===== src/hw/rtl/i2c_master_bit_engine_top_macros.svh =====
// assertion macros for the i2c master bit engine
`ifndef I2C_MASTER_BIT_ENGINE_TOP_MACROS_SVH
`define I2C_MASTER_BIT_ENGINE_TOP_MACROS_SVH
`ifndef NO_ASSERTIONS
`define I2CMBE_ASSERT_NOW(label, clk, rst, ante, cons) \
   label: assert property (@(posedge clk) disable iff (rst) (ante) |-> (cons)) \
      else $error("assertion failed");
`define I2CMBE_ASSERT_NEXT(label, clk, rst, ante, cons) \
   label: assert property (@(posedge clk) disable iff (rst) (ante) |=> (cons)) \
      else $error("assertion failed");
`else
`define I2CMBE_ASSERT_NOW(label, clk, rst, ante, cons)
`define I2CMBE_ASSERT_NEXT(label, clk, rst, ante, cons)
`endif
`endif


===== src/hw/rtl/i2cmbe_pkg.sv =====
// types and constants for the i2c master bit engine
`timescale 1ns / 1ps
package i2cmbe_pkg;

   localparam logic [2:0] FUNC_START    = 3'd0;
   localparam logic [2:0] FUNC_STOP     = 3'd1;
   localparam logic [2:0] FUNC_SEND     = 3'd2;
   localparam logic [2:0] FUNC_WAIT_ACK = 3'd3;
   localparam logic [2:0] FUNC_READ     = 3'd4;

   localparam logic [1:0] CSR_LONG_DELAY  = 2'd0;
   localparam logic [1:0] CSR_SHORT_DELAY = 2'd1;
   localparam logic [1:0] CSR_POLL_LIMIT  = 2'd2;

   localparam logic [7:0] LONG_DELAY_RST  = 8'd4;
   localparam logic [7:0] SHORT_DELAY_RST = 8'd2;
   localparam logic [7:0] POLL_LIMIT_RST  = 8'd250;
   localparam logic [3:0] BITS_PER_BYTE   = 4'd8;

   typedef enum logic [4:0] {
      PH_IDLE, PH_ST_A, PH_ST_B, PH_SP_A, PH_SP_B, PH_TX_HI, PH_TX_LO,
      PH_TX_BIT, PH_WA_HI, PH_WA_POLL, PH_RX_HI, PH_RX_SAMP, PH_AK_HI, PH_AK_LO
   } phase_type;

   typedef struct packed {
      logic       cmd_valid;
      logic [2:0] func;
      logic [7:0] tx_byte;
      logic       ack_after_read;
      logic       sda_in;
   } req_type;

   typedef struct packed {
      logic       scl_level;
      logic       sda_level;
      logic       sda_drive;
      logic       busy_res;
      logic       done_res;
      logic [7:0] rx_byte;
      logic       ack_failed;
   } rsp_type;

   typedef struct packed {
      logic [7:0] long_delay_us;
      logic [7:0] short_delay_us;
      logic [7:0] ack_poll_limit;
   } cfg_type;

endpackage


===== src/hw/rtl/i2c_master_bit_engine_top.sv =====
// i2c master bit engine: one tick item in, one line-state item out
// an accepted tick item's result item is registered and shows in rsp_data in the next cycle
// throughput: one tick item per cycle while results are taken; the sequencer state advances in a single pass
// a result waiting on rsp_ready stalls req_ready only when it is not taken that cycle
// reset: synchronous, clears sequencer to idle, scl high, sda released, no result pending
// reset loads the delay and poll limit registers with 4, 2 and 250
`timescale 1ns / 1ps
`include "i2c_master_bit_engine_top_macros.svh"
module i2c_master_bit_engine_top (
   input  logic                clock,
   input  logic                reset,
   input  logic                req_valid,
   output logic                req_ready,
   input  i2cmbe_pkg::req_type req_data,
   output logic                rsp_valid,
   input  logic                rsp_ready,
   output i2cmbe_pkg::rsp_type rsp_data,
   input  logic                csr_valid,
   output logic                csr_ready,
   input  logic [1:0]          csr_index,
   input  logic [7:0]          csr_wdata
);

   i2cmbe_pkg::cfg_type cfg_ff, cfg_in;
   i2cmbe_pkg::rsp_type rsp_ff, rsp_in;
   logic                rsp_valid_ff, rsp_valid_in;
   i2cmbe_pkg::rsp_type res;
   logic                step;

   assign csr_ready = 1'b1;
   assign req_ready = !rsp_valid_ff || rsp_ready;
   assign step      = req_valid && req_ready;

   always_comb begin
      cfg_in = cfg_ff;
      if (csr_valid) begin
         case (csr_index)
            i2cmbe_pkg::CSR_LONG_DELAY:  cfg_in.long_delay_us  = csr_wdata;
            i2cmbe_pkg::CSR_SHORT_DELAY: cfg_in.short_delay_us = csr_wdata;
            i2cmbe_pkg::CSR_POLL_LIMIT:  cfg_in.ack_poll_limit = csr_wdata;
            default:                     cfg_in = cfg_ff;
         endcase
      end
   end

   i2cmbe_seq u_seq (
      .clock (clock),
      .reset (reset),
      .step  (step),
      .tick  (req_data),
      .cfg   (cfg_ff),
      .res   (res)
   );

   assign rsp_valid_in = step || (rsp_valid_ff && !rsp_ready);
   assign rsp_in       = step ? res : rsp_ff;

   always_ff @(posedge clock) begin
      if (reset) begin
         cfg_ff.long_delay_us  <= i2cmbe_pkg::LONG_DELAY_RST;
         cfg_ff.short_delay_us <= i2cmbe_pkg::SHORT_DELAY_RST;
         cfg_ff.ack_poll_limit <= i2cmbe_pkg::POLL_LIMIT_RST;
         rsp_valid_ff          <= 1'b0;
      end else begin
         cfg_ff       <= cfg_in;
         rsp_valid_ff <= rsp_valid_in;
      end
   end

   always_ff @(posedge clock) begin
      rsp_ff <= rsp_in;
   end

   assign rsp_valid = rsp_valid_ff;
   assign rsp_data  = rsp_ff;

   `I2CMBE_ASSERT_NEXT(a_step_gives_item, clock, reset, step, rsp_valid_ff)
   `I2CMBE_ASSERT_NOW(a_done_not_busy, clock, reset, rsp_valid_ff && rsp_ff.done_res, !rsp_ff.busy_res)
   `I2CMBE_ASSERT_NOW(a_released_reads_high, clock, reset, rsp_valid_ff && !rsp_ff.sda_drive, rsp_ff.sda_level)

endmodule


===== src/hw/rtl/i2cmbe_seq.sv =====
// bus sequencer: state registers and per-tick next state and line logic
`timescale 1ns / 1ps
module i2cmbe_seq (
   input  logic               clock,
   input  logic               reset,
   input  logic               step,
   input  i2cmbe_pkg::req_type tick,
   input  i2cmbe_pkg::cfg_type cfg,
   output i2cmbe_pkg::rsp_type res
);

   i2cmbe_pkg::phase_type phase_ff, phase_in;
   logic [7:0] delay_ff, delay_in;
   logic [3:0] bit_ff, bit_in;
   logic [7:0] shift_ff, shift_in;
   logic [7:0] rcv_ff, rcv_in;
   logic [7:0] poll_ff, poll_in;
   logic       scl_ff, scl_in;
   logic       sda_ff, sda_in;
   logic       drv_ff, drv_in;
   logic       ackc_ff, ackc_in;
   logic       fail_ff, fail_in;
   logic       done;
   logic       is_idle;
   logic       adv;
   logic [8:0] poll_inc;
   logic       poll_over;
   logic [3:0] bit_inc;
   logic [7:0] shift_rx;

   assign is_idle   = (phase_ff == i2cmbe_pkg::PH_IDLE);
   assign adv       = !is_idle && (delay_ff <= 8'd1);
   assign poll_inc  = {1'b0, poll_ff} + 9'd1;
   assign poll_over = (poll_inc > {1'b0, cfg.ack_poll_limit});
   assign bit_inc   = bit_ff + 4'd1;
   assign shift_rx  = {shift_ff[6:0], tick.sda_in};

   // next state and done pulse
   always_comb begin
      phase_in = phase_ff;
      done     = 1'b0;
      if (step) begin
         if (is_idle) begin
            if (tick.cmd_valid) begin
               case (tick.func)
                  i2cmbe_pkg::FUNC_START:    phase_in = i2cmbe_pkg::PH_ST_A;
                  i2cmbe_pkg::FUNC_STOP:     phase_in = i2cmbe_pkg::PH_SP_A;
                  i2cmbe_pkg::FUNC_SEND:     phase_in = i2cmbe_pkg::PH_TX_HI;
                  i2cmbe_pkg::FUNC_WAIT_ACK: phase_in = i2cmbe_pkg::PH_WA_HI;
                  i2cmbe_pkg::FUNC_READ:     phase_in = i2cmbe_pkg::PH_RX_HI;
                  default:                   phase_in = i2cmbe_pkg::PH_IDLE;
               endcase
            end
         end else if (adv) begin
            case (phase_ff)
               i2cmbe_pkg::PH_ST_A:  phase_in = i2cmbe_pkg::PH_ST_B;
               i2cmbe_pkg::PH_SP_A:  phase_in = i2cmbe_pkg::PH_SP_B;
               i2cmbe_pkg::PH_TX_HI: phase_in = i2cmbe_pkg::PH_TX_LO;
               i2cmbe_pkg::PH_TX_LO: phase_in = i2cmbe_pkg::PH_TX_BIT;
               i2cmbe_pkg::PH_TX_BIT: begin
                  if (bit_ff >= i2cmbe_pkg::BITS_PER_BYTE) begin
                     phase_in = i2cmbe_pkg::PH_IDLE;
                     done     = 1'b1;
                  end else begin
                     phase_in = i2cmbe_pkg::PH_TX_HI;
                  end
               end
               i2cmbe_pkg::PH_WA_HI: phase_in = i2cmbe_pkg::PH_WA_POLL;
               i2cmbe_pkg::PH_WA_POLL: begin
                  if (!tick.sda_in) begin
                     phase_in = i2cmbe_pkg::PH_IDLE;
                     done     = 1'b1;
                  end else if (poll_over) begin
                     phase_in = i2cmbe_pkg::PH_SP_A;
                  end
               end
               i2cmbe_pkg::PH_RX_HI: phase_in = i2cmbe_pkg::PH_RX_SAMP;
               i2cmbe_pkg::PH_RX_SAMP: begin
                  if (bit_inc < i2cmbe_pkg::BITS_PER_BYTE) begin
                     phase_in = i2cmbe_pkg::PH_RX_HI;
                  end else begin
                     phase_in = i2cmbe_pkg::PH_AK_HI;
                  end
               end
               i2cmbe_pkg::PH_AK_HI: phase_in = i2cmbe_pkg::PH_AK_LO;
               default: begin
                  // end of start, stop and ack bit, and any stray code
                  phase_in = i2cmbe_pkg::PH_IDLE;
                  done     = 1'b1;
               end
            endcase
         end
      end
   end

   // line levels, delay counter and shift datapath
   always_comb begin
      delay_in = delay_ff;
      bit_in   = bit_ff;
      shift_in = shift_ff;
      rcv_in   = rcv_ff;
      poll_in  = poll_ff;
      scl_in   = scl_ff;
      sda_in   = sda_ff;
      drv_in   = drv_ff;
      ackc_in  = ackc_ff;
      fail_in  = fail_ff;
      if (step) begin
         if (is_idle) begin
            if (tick.cmd_valid) begin
               case (tick.func)
                  i2cmbe_pkg::FUNC_START: begin
                     scl_in   = 1'b1;
                     sda_in   = 1'b1;
                     drv_in   = 1'b1;
                     delay_in = cfg.long_delay_us;
                  end
                  i2cmbe_pkg::FUNC_STOP: begin
                     scl_in   = 1'b0;
                     sda_in   = 1'b0;
                     drv_in   = 1'b1;
                     delay_in = cfg.long_delay_us;
                  end
                  i2cmbe_pkg::FUNC_SEND: begin
                     // first bit goes out right away
                     scl_in   = 1'b0;
                     drv_in   = 1'b1;
                     sda_in   = tick.tx_byte[7];
                     shift_in = {tick.tx_byte[6:0], 1'b0};
                     bit_in   = 4'd1;
                     delay_in = cfg.short_delay_us;
                  end
                  i2cmbe_pkg::FUNC_WAIT_ACK: begin
                     fail_in  = 1'b0;
                     sda_in   = 1'b1;
                     drv_in   = 1'b0;
                     delay_in = cfg.short_delay_us;
                  end
                  i2cmbe_pkg::FUNC_READ: begin
                     ackc_in  = tick.ack_after_read;
                     sda_in   = 1'b1;
                     drv_in   = 1'b0;
                     shift_in = 8'd0;
                     bit_in   = 4'd0;
                     scl_in   = 1'b0;
                     delay_in = cfg.short_delay_us;
                  end
                  default: delay_in = delay_ff;
               endcase
            end
         end else if (!adv) begin
            delay_in = delay_ff - 8'd1;
         end else begin
            delay_in = 8'd0;
            case (phase_ff)
               i2cmbe_pkg::PH_ST_A: begin
                  sda_in   = 1'b0;
                  delay_in = cfg.long_delay_us;
               end
               i2cmbe_pkg::PH_ST_B: scl_in = 1'b0;
               i2cmbe_pkg::PH_SP_A: begin
                  scl_in   = 1'b1;
                  sda_in   = 1'b1;
                  drv_in   = 1'b1;
                  delay_in = cfg.long_delay_us;
               end
               i2cmbe_pkg::PH_TX_HI: begin
                  scl_in   = 1'b1;
                  delay_in = cfg.short_delay_us;
               end
               i2cmbe_pkg::PH_TX_LO: begin
                  scl_in   = 1'b0;
                  delay_in = cfg.short_delay_us;
               end
               i2cmbe_pkg::PH_TX_BIT: begin
                  if (bit_ff < i2cmbe_pkg::BITS_PER_BYTE) begin
                     sda_in   = shift_ff[7];
                     shift_in = {shift_ff[6:0], 1'b0};
                     bit_in   = bit_inc;
                     delay_in = cfg.short_delay_us;
                  end
               end
               i2cmbe_pkg::PH_WA_HI: begin
                  scl_in   = 1'b1;
                  poll_in  = 8'd0;
                  delay_in = cfg.short_delay_us;
               end
               i2cmbe_pkg::PH_WA_POLL: begin
                  if (!tick.sda_in) begin
                     scl_in  = 1'b0;
                     fail_in = 1'b0;
                  end else if (poll_over) begin
                     // timeout: flag it and fall into the stop sequence
                     fail_in  = 1'b1;
                     scl_in   = 1'b0;
                     sda_in   = 1'b0;
                     drv_in   = 1'b1;
                     delay_in = cfg.long_delay_us;
                  end else begin
                     poll_in = poll_inc[7:0];
                  end
               end
               i2cmbe_pkg::PH_RX_HI: begin
                  scl_in   = 1'b1;
                  delay_in = 8'd1;
               end
               i2cmbe_pkg::PH_RX_SAMP: begin
                  shift_in = shift_rx;
                  bit_in   = bit_inc;
                  if (bit_inc < i2cmbe_pkg::BITS_PER_BYTE) begin
                     scl_in   = 1'b0;
                     delay_in = cfg.short_delay_us;
                  end else begin
                     rcv_in   = shift_rx;
                     scl_in   = 1'b0;
                     sda_in   = !ackc_ff;
                     drv_in   = 1'b1;
                     delay_in = cfg.short_delay_us;
                  end
               end
               i2cmbe_pkg::PH_AK_HI: begin
                  scl_in   = 1'b1;
                  delay_in = cfg.short_delay_us;
               end
               i2cmbe_pkg::PH_AK_LO: scl_in = 1'b0;
               default: delay_in = 8'd0;
            endcase
         end
      end
   end

   always_ff @(posedge clock) begin
      if (reset) begin
         phase_ff <= i2cmbe_pkg::PH_IDLE;
         delay_ff <= 8'd0;
         bit_ff   <= 4'd0;
         shift_ff <= 8'd0;
         rcv_ff   <= 8'd0;
         poll_ff  <= 8'd0;
         scl_ff   <= 1'b1;
         sda_ff   <= 1'b1;
         drv_ff   <= 1'b0;
         ackc_ff  <= 1'b0;
         fail_ff  <= 1'b0;
      end else begin
         phase_ff <= phase_in;
         delay_ff <= delay_in;
         bit_ff   <= bit_in;
         shift_ff <= shift_in;
         rcv_ff   <= rcv_in;
         poll_ff  <= poll_in;
         scl_ff   <= scl_in;
         sda_ff   <= sda_in;
         drv_ff   <= drv_in;
         ackc_ff  <= ackc_in;
         fail_ff  <= fail_in;
      end
   end

   always_comb begin
      res.scl_level  = scl_in;
      res.sda_level  = sda_in;
      res.sda_drive  = drv_in;
      res.busy_res   = (phase_in != i2cmbe_pkg::PH_IDLE);
      res.done_res   = done;
      res.rx_byte    = rcv_in;
      res.ack_failed = fail_in;
   end

endmodule


===== config.mk =====
export PLATFORM = sky130hd
export DESIGN_NAME = i2c_master_bit_engine_top
export DESIGN_NICKNAME = d
export VERILOG_FILES = /design/src/hw/rtl/i2cmbe_pkg.sv /design/src/hw/rtl/i2c_master_bit_engine_top.sv /design/src/hw/rtl/i2cmbe_seq.sv
export VERILOG_INCLUDE_DIRS = /design/src /design/src/hw/rtl
export SDC_FILE = /design/constraint.sdc
export NUM_CORES = 1
export LEC_CHECK = 0
export CORE_ASPECT_RATIO = 1.2
export CORE_UTILIZATION = 40
export CTS_CLUSTER_DIAMETER = 30
export DETAILED_ROUTE_END_ITERATION = 16
export DONT_BUFFER_PORTS = 1
export GPL_TIMING_DRIVEN = 0
export MAX_ROUTING_LAYER = met4
export PLACE_DENSITY = 0.65
export SYNTH_ARGS = -nofsm -noshare
export SYNTH_HDL_FRONTEND = slang
export SYNTH_SLANG_ARGS = --single-unit

===== constraint.sdc =====
create_clock -name clock -period 3.7 [get_ports clock]
set_input_delay 0.74 -clock clock [delete_from_list [all_inputs] [get_ports clock]]
set_output_delay 0.74 -clock clock [all_outputs]
set_load 0.03 [all_outputs]

==> results.sh, run 1 <==
export IMPL_status="complete, no violations"
export IMPL_syn_area_um2=4910
export IMPL_finalMaxSlewViolations=0
export IMPL_tightest_slew_ns=1.12
export IMPL_synth_edf_count=14
export IMPL_drtIter0Drc=321
export IMPL_critPathArrivalTime_ns=3.46
export IMPL_power_switching_mw=0.637
export IMPL_clkSlewWorstSetupHoldPaths_ns=0.07
export IMPL_critPathCaptureType="flip-flop"
export IMPL_worst_skew_pair_late_latency_ns=0.34
export IMPL_rows=43
export IMPL_dp_cells=728
export IMPL_portBuffers=0
export IMPL_placed_cell_area_um2=5110
export IMPL_path_max_fanout=6
export IMPL_slew_headroom_pct=24.6
export IMPL_synth_yosys_seq_area_share_pct=37.5
export IMPL_finalSetupTns_ns=0
export IMPL_syn_avg_cell_area_um2=8.60
export IMPL_start_util_pct=41.7
export IMPL_setup_slack_ns=0.323
export IMPL_grt_pass1_vias=4427
export IMPL_antenna_left=0
export IMPL_vias_per_cell=6.14
export IMPL_routed_wl_mm=14.4
export IMPL_dr_pass1_iters=7
export IMPL_cp_start_kind="flip-flop"
export IMPL_utilization_pct=45.8
export IMPL_max_freq_mhz=296
export IMPL_cts_hold_buf=0
export IMPL_hold_viol=0
export IMPL_synthFlopType="dfxtp_1"
export IMPL_synth_most_common_cell="dfxtp_1"
export IMPL_grt_overflow=0
export IMPL_area_growth_pct=10.0
export IMPL_dieArea_um2=12700
export IMPL_skew_ns=0.00530
export IMPL_power_mw=2.18
export IMPL_p_per_area_nw_per_um2=404
export IMPL_critPathKind="reg -> reg"
export IMPL_nets=624
export IMPL_core_area_um2=11800
export IMPL_fin_crit_ns=3.38
export IMPL_p_int_mw=1.54
export IMPL_syn_num_nets=613
export IMPL_fill_cells=1130
export IMPL_pre_cts_ws_ns=0.124
export IMPL_cts_max_level=3
export IMPL_final_cells=744
export IMPL_p_leak_nw=2.07
export IMPL_syn_inst=571
export IMPL_comb_power_share_pct=13.9
export IMPL_cap_violations=0
export IMPL_cts_buffers=9
export IMPL_n_antenna_cell=0
export IMPL_cts_tree="built"
export IMPL_ys_top_cells_by_count="dfxtp_1 (71), nand2_1 (53), nor2_1 (53)"
export IMPL_seqPwrFrac_pct=47.0
export IMPL_stdcell_area_um2=5400
export IMPL_worst_hold_slack_ns=0.467
export IMPL_worstHoldPathType="reg -> reg"
export IMPL_finalSetupViolCount=0
export IMPL_ys_ff_latch=85
export IMPL_clock_path_buffers=2
export IMPL_grt_max_degree=24
export IMPL_io_pins=46
export IMPL_antenna_found_initial=0
export IMPL_drc=0
export IMPL_cts_sinks=85
export IMPL_synthTopCellsByArea="dfxtp_1 (29%), edfxtp_1 (8.6%), mux2i_1 (5.1%)"
export IMPL_ir_drop_mv=0.180
export IMPL_cts_root_buf="clkbuf_16"
export IMPL_vias=4567
export IMPL_ys_async_sr_fraction_pct=0
export IMPL_switching_share_pct=29.2
export IMPL_drive_gt1_share_pct=9.20
export IMPL_pwr_share_clk_pct=39.1
export IMPL_yosysTopAreaCell="dfxtp_1"
export IMPL_rsz0062_at_grt="no"
export IMPL_synth_distinct_cells=73
export IMPL_avgRoutedWirePerCell_um=19.4
export IMPL_gp_congestion=0.987
export IMPL_grt_first_pass_wirelength_mm=23.2
export IMPL_die_w_um=103
export IMPL_die_h_um=123
export IMPL_post_dp_hpwl_mm=10.8
export IMPL_grt_usage_pct=24.7
export IMPL_synth_top_area_share_pct=29.0
export IMPL_cp_data_required_time_ns=3.79
export IMPL_ys_warn_count=0
export IMPL_fin_crit_sh_pct=91.3
[power by group through the flow]
stage | clock network [mW] | logic, mW | registers [mW]
finish | 0.852 | 0.304 | 1.02
detailed placement | 0 | 0.298 | 1.04
global placement | 0 | 0.294 | 1.04
global route | 0.907 | 0.331 | 1.03
CTS | 0.863 | 0.299 | 1.02
floorplan | 0 | 0.226 | 1.03
[registers in the layout, summed over array words and instances (netlist names), 4 cells and up]
register,count
cfg_ff,24
rsp_data,14
u_seq.bit_ff,4
u_seq.delay_ff,8
u_seq.phase_ff,5
u_seq.poll_ff,8
u_seq.rcv_ff,8
u_seq.shift_ff,8
[what timing repair did]
item / CTS / global route
buffers inserted: 0 / 0
gates resized for setup: 0 / 5
endpoints found under the setup margin: 0 / 18
[layer usage]
metal  up-vias  wire, um  track usage (%)
met3        44      1070             4.80
met4         0       491             10.7
met1      2177      5920             29.3
met5         -         0                -
li1       2134         -                -
met2       212      6920             40.4
[worst paths after layout]
path                                                    start                endpoint  slack [ns]  depth (start not counted)
worst min-delay path                   cfg_ff[2]$_SDFFE_PP0P_  cfg_ff[2]$_SDFFE_PP0P_        0.47                          2
worst max register to register  u_seq.poll_ff[0]$_SDFFE_PP0P_   rsp_data[0]$_DFFE_PP_        0.32                         12
worst max-delay path            u_seq.poll_ff[0]$_SDFFE_PP0P_   rsp_data[0]$_DFFE_PP_        0.32                         12
worst min register to register         cfg_ff[2]$_SDFFE_PP0P_  cfg_ff[2]$_SDFFE_PP0P_        0.47                          2
[area by class of cell]
type,count,area [um2],area share (%)
sequential,85,1840,34.1
clock inverter,7,48.8,0.903
multi-input combinational,427,2850,52.7
buffer,37,156,2.90
inverter,22,82.6,1.53
clock buffer,9,225,4.17
tap,157,196,3.64
[critical path, cell delays in order (launching register included)]
cell and delay [ns]:
dfxtp_2 0.39, ha_1 0.26, nand3_2 0.16, nor2_1 0.17, xor2_1 0.23, ha_1 0.30
a21o_1 0.18, a211oi_2 0.27, a311oi_2 0.22, or2_2 0.32, clkbuf_1 0.20, a41oi_1 0.30
nor2_1 0.11
[cells in the final DEF, fill, tap and decap left out, types with 4 or more instances in the layout]
master / Yosys / routed
a211oi_1: 5 / 4
a21o_1: 6 / 6
a21oi_1: 31 / 30
a221oi_1: 7 / 7
a311oi_1: 8 / 7
a31oi_1: 7 / 7
and2_1: 11 / 11
and3_1: 7 / 7
clkbuf_1: 30 / 30
clkbuf_16: 0 / 9
dfxtp_1: 71 / 70
edfxtp_1: 14 / 14
ha_1: 13 / 13
inv_1: 21 / 21
mux2_2: 8 / 8
mux2i_1: 25 / 25
nand2_1: 53 / 53
nand2b_1: 7 / 7
nand3_1: 23 / 22
nand3b_1: 5 / 5
nand4_1: 12 / 12
nor2_1: 53 / 53
nor2b_1: 4 / 4
nor3_1: 12 / 12
nor3b_1: 8 / 8
nor4_1: 6 / 6
o211ai_1: 12 / 12
o21ai_0: 16 / 16
o22ai_1: 6 / 6
o32ai_1: 4 / 4
or2_2: 5 / 5
xnor2_1: 8 / 8
xor2_1: 8 / 8
[cells by family after synthesis]
group | count (synthesis) | share of synthesized area [%]
mux | 36 | 7.62
xor+xnor | 16 | 2.85
fa+ha+maj | 13 | 3.31
simple gates | 220 | 23.1
flops | 85 | 37.5
compound gates | 141 | 20.7
buf+inv | 59 | 4.87
other cells | 1 | 0.0764
No activity file was read; power rests on OpenSTA's default activity.
==> inputs of run 2 (changes only) <==
--- a/config.mk
+++ b/config.mk
@@ -6,6 +6,7 @@
 export SDC_FILE = /design/constraint.sdc
 export NUM_CORES = 1
 export LEC_CHECK = 0
+export ABC_AREA = 1
 export CORE_ASPECT_RATIO = 1.2
 export CORE_UTILIZATION = 40
 export CTS_CLUSTER_DIAMETER = 30
@@ -16,4 +17,5 @@
 export PLACE_DENSITY = 0.65
 export SYNTH_ARGS = -nofsm -noshare
 export SYNTH_HDL_FRONTEND = slang
+export SYNTH_HIERARCHICAL = 1
 export SYNTH_SLANG_ARGS = --single-unit
==> run 2 against run 1 <==
Net effect:
- highest routed layer unchanged
- final area grew 3.5%
- clock power grew 4.1%
- critical endpoint is now rsp_data[10]$_DFFE_PP_
- sequential share of layout area shrank 1.2 points
- non-clock buffer count shrank 9
- global-route usage shrank 3.7 points
- clock skew grew 0.0017 ns
- routed wire length shrank 12%
- register-to-register slack gained 0.59 ns
- largest power group unchanged
- first-iteration DRC count shrank 13%
==> results.sh, run 2 <==
export IMPL_status="complete, no violations"
export IMPL_cpPeakStageDelay_ns=0.42
export IMPL_gp_congestion=0.951
export IMPL_p_leak_nw=2.67
export IMPL_synth_distinct_cells=44
export IMPL_grt_first_pass_wirelength_mm=21.3
export IMPL_cap_violations=0
export IMPL_ir_drop_mv=0.186
export IMPL_switching_share_pct=31.0
export IMPL_path_max_fanout=5
export IMPL_n_antenna_cell=0
export IMPL_power_mw=2.41
export IMPL_cp_start_kind="flip-flop"
export IMPL_antenna_left=0
export IMPL_crit_path_top_delay_cell="dfxtp_1"
export IMPL_worstHoldStart="reset"
export IMPL_dieArea_um2=13100
export IMPL_finalSetupViolCount=0
export IMPL_pwr_share_clk_pct=36.8
export IMPL_utilization_pct=45.8
export IMPL_grt_max_degree=16
export IMPL_ys_ff_latch=85
export IMPL_drc=0
export IMPL_cts_resized=0
export IMPL_hold_viol=0
export IMPL_p_per_area_nw_per_um2=431
export IMPL_regMostFlops="cfg_ff"
export IMPL_setup_slack_ns=0.916
export IMPL_crit_top_cell="nand2_1"
export IMPL_fin_crit_ns=2.78
export IMPL_synthFlopType="dfxtp_1"
export IMPL_io_pins=46
export IMPL_regToRegEndpoint="rsp_data[10]$_DFFE_PP_"
export IMPL_synth_most_common_cell="nand2_1"
export IMPL_syn_num_nets=787
export IMPL_area_growth_pct=10.2
export IMPL_cts_buffers=9
export IMPL_rsz0062_at_grt="no"
export IMPL_start_util_pct=41.5
export IMPL_cts_root_buf="clkbuf_16"
export IMPL_fill_cells=1287
export IMPL_vias_per_cell=5.09
export IMPL_p_int_mw=1.66
export IMPL_cp_data_required_time_ns=3.77
export IMPL_cts_sinks=85
export IMPL_routed_wl_mm=12.7
export IMPL_final_cell_mix="nand2_1 (187), nor2_1 (95), inv_1 (94)"
export IMPL_ys_async_sr_fraction_pct=0
export IMPL_rrSetupSlack_ns=0.92
export IMPL_critPathKind="reg -> reg"
export IMPL_slew_headroom_pct=56.3
export IMPL_fin_crit_sh_pct=75.2
export IMPL_core_area_um2=12200
export IMPL_pre_cts_ws_ns=0.842
export IMPL_drive_gt1_share_pct=10.2
export IMPL_grt_overflow=0
export IMPL_tightest_slew_ns=0.656
export IMPL_vias=4701
export IMPL_antenna_found_initial=0
export IMPL_post_dp_hpwl_mm=9.58
export IMPL_clock_path_buffers=2
export IMPL_final_common_cell="nand2_1"
export IMPL_synth_top_area_share_pct=28.0
export IMPL_portBuffers=0
export IMPL_ys_warn_count=6
export IMPL_ys_top_cells_by_count="nand2_1 (187), nor2_1 (95), inv_1 (94)"
export IMPL_critPathArrivalTime_ns=2.85
export IMPL_rows=44
export IMPL_worst_skew_pair_late_latency_ns=0.34
export IMPL_grt_usage_pct=21.0
export IMPL_post_cts_buffers=0
export IMPL_grt_pass1_vias=4523
export IMPL_synth_yosys_seq_area_share_pct=36.3
export IMPL_max_freq_mhz=359
export IMPL_skew_ns=0.00701
export IMPL_critPathCaptureType="flip-flop"
export IMPL_hold_depth=1
export IMPL_synth_edf_count=14
export IMPL_nets=799
export IMPL_finalMaxSlewViolations=0
export IMPL_worstHoldPathType="in -> reg"
export IMPL_power_switching_mw=0.749
export IMPL_seqPwrFrac_pct=43.7
export IMPL_syn_inst=745
export IMPL_syn_area_um2=5080
export IMPL_largest_reg_flops=24
export IMPL_final_cells=923
export IMPL_clkSlewWorstSetupHoldPaths_ns=0.06
export IMPL_cts_tree="built"
export IMPL_dp_cells=907
export IMPL_cts_max_level=3
export IMPL_dr_pass1_iters=5
export IMPL_die_h_um=125
export IMPL_comb_power_share_pct=19.5
export IMPL_drtIter0Drc=280
export IMPL_crit_chain="ha_1 > nand3_1 > nor2_1 > xor2_1 > ha_1 > nand2_1 > nand2_1 > nand2_1 > nand2_1 > nor2_1 > nand2_1 > nand3_1 > nand3_1 > nand2_1 > nand3_1 > nand2_1 > nand3_1"
export IMPL_synthTopCellsByArea="dfxtp_1 (28%), nand2_1 (14%), edfxtp_1 (8.3%)"
export IMPL_reg2reg_from="u_seq/poll_ff[0]$_SDFFE_PP0P_"
export IMPL_yosysTopAreaCell="dfxtp_1"
export IMPL_cts_hold_buf=0
export IMPL_die_w_um=105
export IMPL_avgRoutedWirePerCell_um=13.8
export IMPL_syn_avg_cell_area_um2=6.81
export IMPL_r2r_cells=17
export IMPL_worstHoldEndpoint="rsp_valid$_SDFF_PP0_"
==> run 2: cell types whose count changed after synthesis, moves of 10 or more <==
cell	delta
and2_1	-10
mux2i_1	-25
nand2_1	+134
clkbuf_1	-22
nand3_1	+21
a21oi_1	+19
inv_1	+73
o21ai_0	+35
nor2_1	+42
o211ai_1	-11
==> run 2: cell type report <==
cell class / count / area, um2 / area share [%]
timing repair buffer: 1 / 15.0 / 0.268
multi-input combinational: 529 / 2660 / 47.6
sequential: 85 / 1840 / 32.9
clock inverter: 4 / 28.8 / 0.515
inverter: 104 / 403 / 7.20
buffer: 27 / 173 / 3.09
clock buffer: 12 / 268 / 4.79
tap: 161 / 201 / 3.60
==> run 2: cells by family after synthesis <==
group	count (synthesis)	synth area share, %
and+or+nand+nor	378	33.6
buffers and inverters	131	11.3
AOI/OAI and AO/OA	124	13.2
DFF	85	36.3
xor gates and xnor gates	13	2.24
adders and majority gates	13	3.20
other	1	0.0739
==> run 2: power by group through the flow <==
stage / clock, mW / combinational (mW) / sequential (mW)
2_1_floorplan: 0 / 0.364 / 1.06
3_3_place_gp: 0 / 0.465 / 1.07
3_5_place_dp: 0 / 0.467 / 1.07
4_1_cts: 0.903 / 0.470 / 1.05
5_1_grt: 0.940 / 0.526 / 1.06
6_report: 0.887 / 0.471 / 1.05
==> run 2: worst max-delay path: cells and delay by family (launching register included) <==
| kind | cells | cell delay (ns) |
|---|---|---|
| xor+xnor | 1 | 0.24 |
| fa+ha+maj | 2 | 0.49 |
| flops | 1 | 0.42 |
| simple gates | 14 | 1.35 |
==> run 2: per-layer routing <==
metal | part of all wire (%) | GRT usage, %
met3 | 5.2 | 3.39
met2 | 48 | 34.7
met4 | 4.0 | 12.6
met1 | 43 | 23.9
met5 | 0 | -
==> run 2: worst max path at each step <==
| stage | from | to | slack, ns | cells past startpoint |
|---|---|---|---|---|
| after floorplan | req_valid | u_seq/delay_ff[7]$_SDFFE_PP0P_ | 0.63 | 8 |
| after global placement | req_valid | u_seq/delay_ff[7]$_SDFFE_PP0P_ | -0.79 | 8 |
| after detailed placement | rsp_ready | rsp_data[10]$_DFFE_PP_ | 0.84 | 11 |
| after CTS | u_seq/poll_ff[0]$_SDFFE_PP0P_ | rsp_data[12]$_DFFE_PP_ | 0.94 | 17 |
| after global routing | u_seq/poll_ff[0]$_SDFFE_PP0P_ | rsp_data[10]$_DFFE_PP_ | 0.59 | 17 |
| final | u_seq/poll_ff[0]$_SDFFE_PP0P_ | rsp_data[10]$_DFFE_PP_ | 0.92 | 17 |
==> run 2: stage by stage <==
step           instance area (um2)  hold slack (ns)  setup TNS (ns)
6_report                      5590            0.459               0
2_1_floorplan                 5080            0.429               0
3_5_place_dp                  5300            0.447               0
4_1_cts                       5590            0.450               0
3_3_place_gp                  5280            0.439           -8.27
5_1_grt                       5590            0.458               0
==> inputs of run 3 (changes only) <==
==> constraint.sdc (replaced) <==
create_clock -name clock -period 2.8 [get_ports clock]
set_input_delay 0.56 -clock clock [delete_from_list [all_inputs] [get_ports clock]]
set_output_delay 0.56 -clock clock [all_outputs]
set_load 0.03 [all_outputs]
==> run 3 against run 2 <==
Net effect:
- clock skew decreased by 0.00082 ns
- die area unchanged
- combinational power increased by 36%
- highest routed layer unchanged
==> results.sh, run 3 (synthesized netlist as in run 2, its figures left out) <==
export IMPL_start_util_pct=41.5
export IMPL_final_cell_mix="nand2_1 (182), inv_1 (94), nor2_1 (92)"
export IMPL_reg2reg_from="u_seq/poll_ff[0]$_SDFFE_PP0P_"
export IMPL_routed_wl_mm=12.8
export IMPL_crit_top_cell="nand2_1"
export IMPL_drc=0
export IMPL_slew_headroom_pct=61.2
export IMPL_vias_per_cell=5.03
export IMPL_final_common_cell="nand2_1"
export IMPL_grt_first_pass_wirelength_mm=20.9
export IMPL_p_leak_nw=2.71
export IMPL_critPathArrivalTime_ns=2.69
export IMPL_clkSlewWorstSetupHoldPaths_ns=0.06
export IMPL_cts_tree="built"
export IMPL_drive_gt1_share_pct=13.2
export IMPL_hold_viol=0
export IMPL_cpPeakStageDelay_ns=0.37
export IMPL_vias=4688
export IMPL_r2r_cells=21
export IMPL_drtIter0Drc=307
export IMPL_finalMaxSlewViolations=0
export IMPL_status="complete, no violations"
export IMPL_fill_cells=1299
export IMPL_cp_startpoint="u_seq/poll_ff[0]$_SDFFE_PP0P_"
export IMPL_clock_path_buffers=2
export IMPL_path_delay_family="simple AND/OR/NAND/NOR gates"
export IMPL_skew_ns=0.00619
export IMPL_crit_chain="nand2_1 > nor2_2 > nand2_2 > nor2_2 > nand2_1 > xor2_1 > inv_1 > ha_4 > and3_4 > nand2_1 > nand2_2 > nand2_4 > nand2_2 > nand2_1 > nand2_1 > nand2_1 > nand2_1 > nand2_1 > nand2_1 > inv_1 > buf_4"
export IMPL_crit_cells=21
export IMPL_hold_depth=1
export IMPL_avgRoutedWirePerCell_um=13.7
export IMPL_cts_hold_buf=0
export IMPL_critPathKind="reg -> reg"
export IMPL_cts_max_level=3
export IMPL_crit_end="rsp_data[12]$_DFFE_PP_"
export IMPL_nets=808
export IMPL_finalSetupViolCount=0
export IMPL_worstHoldPathType="in -> reg"
export IMPL_post_dp_hpwl_mm=9.43
export IMPL_crit_path_top_delay_cell="dfxtp_4"
export IMPL_max_freq_mhz=386
export IMPL_placed_cell_area_um2=5280
export IMPL_io_pins=46
export IMPL_die_w_um=105
export IMPL_regMostFlops="cfg_ff"
export IMPL_grt_usage_pct=20.5
export IMPL_grt_pass1_vias=4378
export IMPL_critPathCaptureType="flip-flop"
export IMPL_cp_start_kind="flip-flop"
export IMPL_cts_buffers=9
export IMPL_fin_crit_ns=2.59
export IMPL_cts_sinks=85
export IMPL_worst_skew_pair_late_latency_ns=0.34
export IMPL_multi_input_comb_area_um2=2740
export IMPL_p_per_area_nw_per_um2=560
export IMPL_cp_num_buf_inv=3
export IMPL_cap_violations=0
export IMPL_grt_max_degree=19
export IMPL_cp_data_required_time_ns=2.90
export IMPL_gp_congestion=0.954
export IMPL_antenna_found_initial=0
export IMPL_portBuffers=0
export IMPL_grt_overflow=0
export IMPL_dr_pass1_iters=5
export IMPL_dp_cells=906
export IMPL_path_max_fanout=6
export IMPL_cts_root_buf="clkbuf_16"
export IMPL_core_area_um2=12200
export IMPL_worst_hold_slack_ns=0.285
export IMPL_final_cells=932
export IMPL_dieArea_um2=13100
export IMPL_n_antenna_cell=0
export IMPL_register_area_um2=1850
export IMPL_regToRegEndpoint="rsp_data[12]$_DFFE_PP_"
export IMPL_rsz0062_at_grt="yes"
export IMPL_stdcell_area_um2=5740
export IMPL_die_h_um=125
export IMPL_tightest_slew_ns=0.583
export IMPL_ir_drop_mv=0.271
export IMPL_antenna_left=0
export IMPL_largest_reg_flops=24
export IMPL_rrSetupSlack_ns=0.21
export IMPL_rows=44
export IMPL_area_growth_pct=13.1
export IMPL_fin_crit_sh_pct=92.4
## run 3: layer usage
layer	global-route usage, %	vias up	routed length [um]
li1	-	2422	-
met2	33.2	130	6070
met3	3.23	41	523
met5	-	-	0
met4	11.5	0	525
met1	24.3	2095	5660
## run 3: final cells by class
| cell class | instances | area share [%] |
|---|---|---|
| flip-flops and latches | 85 | 32.2 |
| plain buffers | 27 | 3.01 |
| clock inverters | 2 | 0.610 |
| repair buffers | 10 | 1.53 |
| clock buffers | 14 | 4.43 |
| inverters | 104 | 7.02 |
| multi-input cells | 529 | 47.7 |
| well taps | 161 | 3.51 |
## run 3: worst register-to-register path, stage by stage (launching register included)
cell and delay (ns):
dfxtp_4 0.37, nand2_1 0.08, nor2_2 0.14, nand2_2 0.08, nor2_2 0.10, nand2_1 0.06, xor2_1 0.13, inv_1 0.11
ha_4 0.28, and3_4 0.18, nand2_1 0.06, nand2_2 0.10, nand2_4 0.09, nand2_2 0.08, nand2_1 0.05, nand2_1 0.05
nand2_1 0.06, nand2_1 0.06, nand2_1 0.05, nand2_1 0.07, inv_1 0.04, buf_4 0.11
## run 3: worst min path at each step
stage / startpoint / to / slack [ns]
6_report: reset / rsp_valid$_SDFF_PP0_ / 0.28
5_1_grt: reset / rsp_valid$_SDFF_PP0_ / 0.27
4_1_cts: reset / rsp_valid$_SDFF_PP0_ / 0.28
3_5_place_dp: cfg_ff[3]$_SDFFE_PP1P_ / cfg_ff[3]$_SDFFE_PP1P_ / 0.45
3_3_place_gp: cfg_ff[5]$_SDFFE_PP1P_ / cfg_ff[5]$_SDFFE_PP1P_ / 0.44
2_1_floorplan: cfg_ff[1]$_SDFFE_PP1P_ / cfg_ff[1]$_SDFFE_PP1P_ / 0.43
## run 3: repair_timing
action,4_1_cts,5_1_grt
setup endpoints to repair,12,15
pin swaps,1,5
gates resized for setup,2,20
buffers inserted,0,10
## run 3: power breakdown
part / leakage, nW / switching, mW / internal (mW)
registers: 0.719 / 0.0807 / 1.31
logic: 1.85 / 0.424 / 0.216
clock network: 0.141 / 0.467 / 0.716
## run 3: per-stage QoR
| step | setup WS, ns | TNS [ns] | total power, mW | util [%] |
|---|---|---|---|---|
| 4_1_cts | 0.000373 | 0 | 3.22 | 45.6 |
| 3_3_place_gp | -0.643 | -5.71 | 2.03 | 43.2 |
| 2_1_floorplan | 0.372 | 0 | 1.89 | - |
| 3_5_place_dp | -0.640 | -5.85 | 2.03 | 43.2 |
| 5_1_grt | -0.0367 | -0.0655 | 3.37 | 47.0 |
| 6_report | 0.211 | 0 | 3.22 | 47.0 |
